==> src/ztsc_pkg.sv <==
// Package for the Zhuyin tone syllable checker: types, constants and key classes.
package ztsc_pkg;

   localparam int MAX_KEYS = 64;
   localparam int POS_W    = 7;
   localparam int TONE_W   = 6;
   localparam logic [POS_W-1:0] KEY_CAP =
      (MAX_KEYS > 127) ? POS_W'(127) : POS_W'(MAX_KEYS);
   localparam logic [TONE_W-1:0] TONE_CAP = '1;

   typedef enum logic [1:0] {
      CAT_NONE    = 2'd0,
      CAT_INITIAL = 2'd1,
      CAT_MEDIAL  = 2'd2,
      CAT_FINAL   = 2'd3
   } category_type;

   typedef struct packed {
      logic         tone;
      logic         apical;
      category_type category;
   } key_info_type;

   typedef struct packed {
      logic [1:0]        chunk_length;
      logic              chunk_invalid;
      category_type      previous_category;
      logic              first_is_apical;
      logic              fail_flag;
      logic              seen_tone;
      logic [POS_W-1:0]  key_position;
      logic [POS_W-1:0]  boundary_position;
      logic [TONE_W-1:0] tone_count;
      logic              overflow_flag;
   } state_type;

   typedef struct packed {
      logic              too_long;
      logic              failed;
      logic [TONE_W-1:0] syllable_count;
      logic [POS_W-1:0]  prefix_length;
      logic              ready_for_tone;
      logic              all_toned;
   } result_type;

   localparam int RESULT_W = $bits(result_type);
   localparam int RSP_DATA_W = ((RESULT_W + 7) / 8) * 8;

endpackage

==> src/ztsc_key_decode.sv <==
// Key decoder: maps one ASCII key to its Zhuyin class, apical and tone marks.
module ztsc_key_decode
   import ztsc_pkg::*;
(
   input  logic [7:0]   key_code,
   output key_info_type key_info
);

   always_comb begin
      key_info.tone     = 1'b0;
      key_info.apical   = 1'b0;
      key_info.category = CAT_NONE;
      unique case (key_code)
         " ", "3", "4", "6", "7": begin
            key_info.tone = 1'b1;
         end
         "5", "t", "g", "b", "y", "h", "n": begin
            key_info.category = CAT_INITIAL;
            key_info.apical   = 1'b1;
         end
         "1", "q", "a", "z", "2", "w", "s", "x", "e", "d", "c", "r", "f", "v": begin
            key_info.category = CAT_INITIAL;
         end
         "u", "j", "m": begin
            key_info.category = CAT_MEDIAL;
         end
         "i", "k", ",", "9", "o", "l", ".", "0", "p", ";", "/", "-", "8": begin
            key_info.category = CAT_FINAL;
         end
         default: begin
            key_info.category = CAT_NONE;
         end
      endcase
   end

endmodule

==> src/ztsc_core.sv <==
// Syllable state tracker: per-key chunk update and next result.
module ztsc_core
   import ztsc_pkg::*;
(
   input  logic         clock,
   input  logic         reset,
   input  logic         accept,
   input  logic [7:0]   key_code,
   input  logic         last_key,
   output result_type   result
);

   key_info_type key_info;
   state_type    state_ff;
   state_type    state_in;
   state_type    state_nx;
   logic         cur_complete;
   logic         nx_complete;

   ztsc_key_decode u_decode (
      .key_code (key_code),
      .key_info (key_info)
   );

   function automatic logic chunk_complete(input state_type s);
      logic ok;
      ok = 1'b0;
      if ((s.chunk_length != 2'd0) && !s.chunk_invalid) begin
         ok = (s.previous_category == CAT_MEDIAL) || (s.previous_category == CAT_FINAL) ||
              ((s.chunk_length == 2'd1) && s.first_is_apical);
      end
      return ok;
   endfunction

   assign cur_complete = chunk_complete(state_ff);

   always_comb begin
      state_nx = state_ff;
      if (state_ff.key_position >= KEY_CAP) begin
         state_nx.overflow_flag = 1'b1;
      end else begin
         state_nx.key_position = state_ff.key_position + POS_W'(1);
      end
      if (!state_ff.fail_flag) begin
         if (key_info.tone) begin
            if (!cur_complete) begin
               state_nx.fail_flag = 1'b1;
            end else begin
               state_nx.chunk_length      = 2'd0;
               state_nx.chunk_invalid     = 1'b0;
               state_nx.previous_category = CAT_NONE;
               state_nx.first_is_apical   = 1'b0;
               state_nx.seen_tone         = 1'b1;
               state_nx.boundary_position = state_nx.key_position;
               if (state_ff.tone_count < TONE_CAP) begin
                  state_nx.tone_count = state_ff.tone_count + TONE_W'(1);
               end
            end
         end else if (state_ff.chunk_length == 2'd3) begin
            state_nx.chunk_invalid = 1'b1;
         end else begin
            if ((key_info.category == CAT_NONE) ||
                (key_info.category <= state_ff.previous_category)) begin
               state_nx.chunk_invalid = 1'b1;
            end
            if (state_ff.chunk_length == 2'd0) begin
               state_nx.first_is_apical = key_info.apical;
            end
            state_nx.previous_category = key_info.category;
            state_nx.chunk_length      = state_ff.chunk_length + 2'd1;
         end
      end
   end

   assign nx_complete = chunk_complete(state_nx);

   always_comb begin
      result.all_toned      = !state_nx.fail_flag && state_nx.seen_tone &&
                              (state_nx.chunk_length == 2'd0);
      result.ready_for_tone = !state_nx.fail_flag && nx_complete;
      result.prefix_length  = state_nx.boundary_position;
      result.syllable_count = (!state_nx.fail_flag && (state_nx.chunk_length == 2'd0)) ?
                              state_nx.tone_count : '0;
      result.failed         = state_nx.fail_flag;
      result.too_long       = state_nx.overflow_flag;
   end

   always_comb begin
      state_in = state_ff;
      if (accept) begin
         state_in = last_key ? '0 : state_nx;
      end
   end

   always_ff @(posedge clock) begin
      if (reset) begin
         state_ff <= '0;
      end else begin
         state_ff <= state_in;
      end
   end

   // string end clears everything
   assert property (@(posedge clock) disable iff (reset)
      accept && last_key |=> state_ff == '0)
      else $error("state not cleared after last key");

   // failure is sticky within a string
   assert property (@(posedge clock) disable iff (reset)
      accept && !last_key && state_ff.fail_flag |=> state_ff.fail_flag)
      else $error("failure flag dropped mid-string");

   // after a failure the boundary holds
   assert property (@(posedge clock) disable iff (reset)
      accept && !last_key && state_ff.fail_flag |=>
         state_ff.boundary_position == $past(state_ff.boundary_position))
      else $error("boundary moved after failure");

endmodule

==> config.mk <==
export PLATFORM = sky130hd
export DESIGN_NAME = ztsc_core
export DESIGN_NICKNAME = d
export VERILOG_FILES = /design/src/ztsc_pkg.sv /design/src/ztsc_key_decode.sv /design/src/ztsc_core.sv
export SDC_FILE = /design/constraint.sdc
export NUM_CORES = 1
export LEC_CHECK = 0
export BUFFER_PORTS_ARGS = -buffer_cell sky130_fd_sc_hd__buf_4
export CAP_MARGIN = 20
export CELL_PAD_IN_SITES_DETAIL_PLACEMENT = 0
export CELL_PAD_IN_SITES_GLOBAL_PLACEMENT = 2
export CORE_ASPECT_RATIO = 0.6
export CORE_MARGIN = 2
export CORE_UTILIZATION = 30
export CTS_CLUSTER_SIZE = 10
export DETAILED_ROUTE_END_ITERATION = 10
export PLACE_DENSITY = 0.86
export SETUP_SLACK_MARGIN = 0.05
export SLEW_MARGIN = 40
export SYNTH_ARGS = -nofsm -noshare
export SYNTH_HDL_FRONTEND = slang
export SYNTH_SLANG_ARGS = --single-unit
==> constraint.sdc <==
create_clock -name clock -period 3.6 [get_ports clock]
set_input_delay 0.72 -clock clock [delete_from_list [all_inputs] [get_ports clock]]
set_output_delay 0.72 -clock clock [all_outputs]
set_load 0.02 [all_outputs]
Word level (Yosys, flattened, before mapping)
Cells that the tools add are included.
{"block": "word_totals", "ff_bits": 29}
{"block": "classes", "eq_ne": 49, "addsub": 3, "magnitude_cmp": 3, "reduce_logical": 26, "n_mux": 24}
{"op": "equality test 8 x 7 -> 1 bit, second input constant", "count": 26}
{"op": "equality test 8 x 6 -> 1 bit, second input constant", "count": 16}
{"op": "2-to-1 mux 13 bit", "count": 3}
{"op": "2-to-1 mux 29 bit", "count": 1}
{"op": "2-to-1 mux 6 bit", "count": 4}
{"op": "OR reduction 21 bit", "count": 1}
{"op": "OR reduction 13 bit", "count": 1}
{"op": "equality test 2 bit, second input constant", "count": 5}
{"op": "2-to-1 mux 1 bit", "count": 10}
{"op": "logical AND 1 bit", "count": 8}
{"op": "2-to-1 mux 8 bit", "count": 1}
{"op": "adder 7 x 1 -> 7 bit, second input constant", "count": 1}
{"op": "greater-or-equal comparator 7 bit, second input constant", "count": 1}
{"op": "2-to-1 mux 7 bit", "count": 1}
{"op": "OR reduction 7 bit", "count": 1}
{"op": "adder 6 x 1 -> 6 bit, second input constant", "count": 1}
{"op": "logical NOT 2 bit", "count": 3}
{"op": "< comparator 6 bit, second input constant", "count": 1}
{"op": "one-hot mux 2 bit (3 select lines)", "count": 1}
{"op": "logical OR 1 bit", "count": 5}
{"op": "OR reduction 5 bit", "count": 1}
{"op": "equality test 2 x 1 -> 1 bit, second input constant", "count": 2}
{"op": "2-to-1 mux 2 bit", "count": 2}
{"op": "nonzero test 2 bit", "count": 2}
{"op": "5 further kinds", "count": 7}

Longest topological paths before layout
{"block": "depth", "word_depth": 14, "depth_mapped": 10, "ltp_nobuf": 9}

By module
From an unflattened synthesis, not the netlist that was laid out.
{"block": "hier_totals", "hier_cells": 273, "area_unflattened_um2": 2013.2}
{"mod": "ztsc_core", "area_per_inst_um2": 1625.3, "n_inst": 1, "cells_each": 218, "seq_area_each_um2": 560.5}
{"mod": "ztsc_key_decode", "area_per_inst_um2": 387.9, "n_inst": 1, "cells_each": 55, "seq_area_each_um2": 0.0}

Least setup slack after synthesis
Ideal clock, no wire load.
{"block": "synth_timing", "kind": "input -> output", "startpoint": "input port key_code[0]", "endpoint": "output port result[1] (netlist bit)", "path_slack_ns": -0.380, "path_stages": 9, "n_path_buf": 1, "t_arrival_ns": 3.260, "t_required_ns": 2.880, "cell_sequence": "buf_1 > xor2_1 > a2111oi_0 > a211o_1 > or3_1 > ha_1 > a221oi_1 > o221ai_1 > a311oi_1"}
{"element": "start: declaration", "line_no": "ztsc_core.sv:8", "text": "input logic [7:0] key_code,"}
{"element": "end: declaration", "line_no": "ztsc_core.sv:10", "text": "output result_type result"}

==> flow_summary.yaml <==
clock_network:
  clock_path_buffers: 2
  numCtsBuffers: 3
  clockRootBuffer: "clkbuf_16"
  cts_tree: "yes"
  clkSinkCount: 28
  clk_pin_slew_worst_paths_ns: 0.07
  insertion_delay_ns: 0.27
  hold_buffers: 0
  cts.htree.levels: 1
power:
  powerDensity_nw_per_um2: 243.9
  comb_power_share: 0.205
  p_clk_frac: 0.356
  p_sw_frac: 0.2649
  seqPwrFrac: 0.440
  intPower_uw: 535.1
  switchingPower_uw: 192.8
  peakVddDrop_v: 0.0001722
  power.static_leakage_nw: 1.251
final_layout:
  drive_gt1_frac: 0.3742
  layoutNonFillerInstCount: 413
  fillers: 649
  regMostFlops: "state_ff"
  utilization: 0.4489
  top_regs: "state_ff x28"
  syn2layout_area_growth_pct: 44.90
  largest_register_ffs: 28
  n_antenna_cell: 0
  layout_commonest_cell: "buf_4"
  nets: 345
  mostFrequentLayoutCells: "68 x buf_4, 30 x nor2_1, 28 x dfxtp_1"
place:
  place_ws_ns: -0.2236
  port_buffers: 28
  hpwl_mm: 4.249
  dpl.cell_count: 385
  place.gp.congestion: 0.8259
floorplan:
  initial_utilization: 0.3098
  dieArea_um2: 7566
  coreArea_um2: 6648
  die_h_um: 68.18
  die_w_um: 111.0
  io_pins: 29
  fp-row-count: 23
setup_path:
  r2r_setup_slack_ns: 1.34
  rr_startpoint: "state_ff[27]$_SDFFE_PP0P_"
  r2r-end: "state_ff[23]$_SDFFE_PP0P_"
  endpoint_kind: "output port"
  critical_path_buf_inv_count: 2
  crit_family: "simple AND/OR/NAND/NOR gates"
  critical-path-slowest-cell: "or4_4"
  arrival_ns: 3.05
  critPathMaxStageDelay_ns: 0.55
  required_ns: 2.88
  crit_top_cell: "buf_6"
  crit_chain: "buf_6 -> nor2b_4 -> mux2i_2 -> o21ai_2 -> or4_4 -> nor2_4 -> ha_4 -> a221oi_4 -> o221ai_2 -> a311oi_4 -> buf_6"
  crit_fanout: 9
  cp-start-kind: "primary input"
  crit_type: "in -> out"
  reg2regPathDepth: 9
timing:
  setup_viol: 1
  tightest_slew_ns: 0.5323
  worst_clock_skew_ns: 0.002332
  hold_viol_final: 0
  timing.fmax_mhz: 265.5
  rsz0062_at_grt: "true"
  maxSlewHeadroom: 0.6448
  setup_ws_ns: -0.1666
  fin_crit_sh: 1.046
  drv_slew: 0
  finalCriticalPeriod_ns: 3.767
  hold_ws_ns: 0.4800
run_status:
  status: "finished, violations left"
  violations: "setup timing"
synthesis:
  seq_area_frac_synth: 0.2722
  async_flop_share: 0
  syn_inst: 265
  synth-main-ff-cell: "dfxtp_1"
  syn_avg_cell_area_um2: 7.772
  synth_nets: 282
  syn_area_um2: 2059
  synth_edf_count: 0
  ys_seq_elements: 28
  yosys_warnings: 0
  yosysUniqueCellTypes: 55
min_path:
  worstHoldStart: "state_ff[0]$_SDFFE_PP0P_"
  whs_path_depth: 2
  hp-class: "reg -> reg"
  holdPathEnd: "state_ff[0]$_SDFFE_PP0P_"
global_route:
  antenna_found_initial: 0
  track_usage: 0.1768
  grt_pass1_vias: 2059
  gr-total-overflow: 0
  grt_start_max_net_pins: 27
  grt_first_pass_wirelength_mm: 10.70
detailed_routing:
  drtIter0Drc: 202
  drt_pass1_iterations: 4
  ant_nets: 0
  wirelength_mm: 6.648
  wire_per_inst_um: 16.10
  viasPerCell: 5.300
  vias: 2189
  drc: 0
job:
  cap_violations: 0
-- timing repair --
item / CTS / global route
pin swaps: 12 / 8
buffers inserted: 20 / 3
endpoints found under the setup margin: 10 / 12
cloned: 1 / 1
resized for setup: 33 / 3
-- cell usage after synthesis (5+ instances only) --
cell type	count	area, um^2
nor2_1	33	123.9
dfxtp_1	28	560.5
nand2_1	20	75.07
clkbuf_1	17	63.81
a21oi_1	13	65.06
a22oi_1	12	90.09
o21ai_0	11	55.05
nand3_1	10	50.05
inv_1	9	33.78
mux2_2	8	90.09
nand2b_1	8	50.05
nor2b_1	7	43.79
xor2_1	7	61.31
nand3b_1	6	45.04
nor3_1	6	30.03
xnor2_1	6	52.55
ha_1	5	62.56
-- logic make-up after synthesis --
kind of cell,synth area share
flip-flops,0.2722
AO/OA/AOI/OAI,0.2461
multiplexers,0.05833
adder cells (fa/ha/maj),0.03038
buffers and inverters,0.05953
AND/OR/NAND/NOR,0.2783
XOR/XNOR,0.05529
-- how the worst max path moves through the flow --
stage / endpoint / slack [ns] / cells past startpoint / start
floorplan: result[1] / 0.02 / 10 / key_code[1]
global placement: result[1] / -0.27 / 11 / key_code[0]
detailed placement: result[1] / -0.22 / 11 / key_code[6]
CTS: result[1] / -0.11 / 11 / key_code[3]
global route: result[1] / -0.23 / 12 / key_code[4]
finish: result[1] / -0.17 / 11 / key_code[2]
-- power groups by stage --
stage                     Combinational [mW]  Clock (mW)  Sequential [mW]
final                                  0.149       0.259            0.320
after global routing                   0.161       0.275            0.320
after CTS                              0.136       0.265            0.319
after detailed placement               0.112           0            0.326
after global placement                 0.113           0            0.326
after floorplan                       0.0779           0            0.322
-- cell type report --
type                    instances  area, um^2  area share
multi-input cells             206        1530      0.5128
repair buffers                 78       661.9      0.2218
clock buffers                   3       75.07     0.02516
well taps                      87       108.9     0.03648
repair inverters                1       7.507    0.002516
flip-flops and latches         28       560.5      0.1878
inverters                      10       40.04     0.01342
-- worst min-delay path: stages, from the launching register on --
cell and delay (ns):
dfxtp_1 0.33, a21oi_1 0.04, nor2_1 0.08
-- per-layer routing --
| metal | GRT usage | part of all wire | vias up |
|---|---|---|---|
| met5 | 0 | 0 | - |
| met4 | 0.02969 | 0.011 | 0 |
| met3 | 0.03189 | 0.048 | 8 |
| met2 | 0.2707 | 0.41 | 56 |
| met1 | 0.2629 | 0.53 | 1045 |
| li1 | - | - | 1080 |
-- through the flow --
step	cell area [um^2]	setup TNS, ns	total power [mW]
finish	2984	-0.1666	0.7279
global route	2984	-0.2294	0.7562
CTS	2918	-0.1097	0.7203
detailed placement	2545	-0.6111	0.4382
global placement	2542	-0.6633	0.4387
floorplan	2165	0	0.4001
No activity file was read; power rests on OpenSTA's default activity.
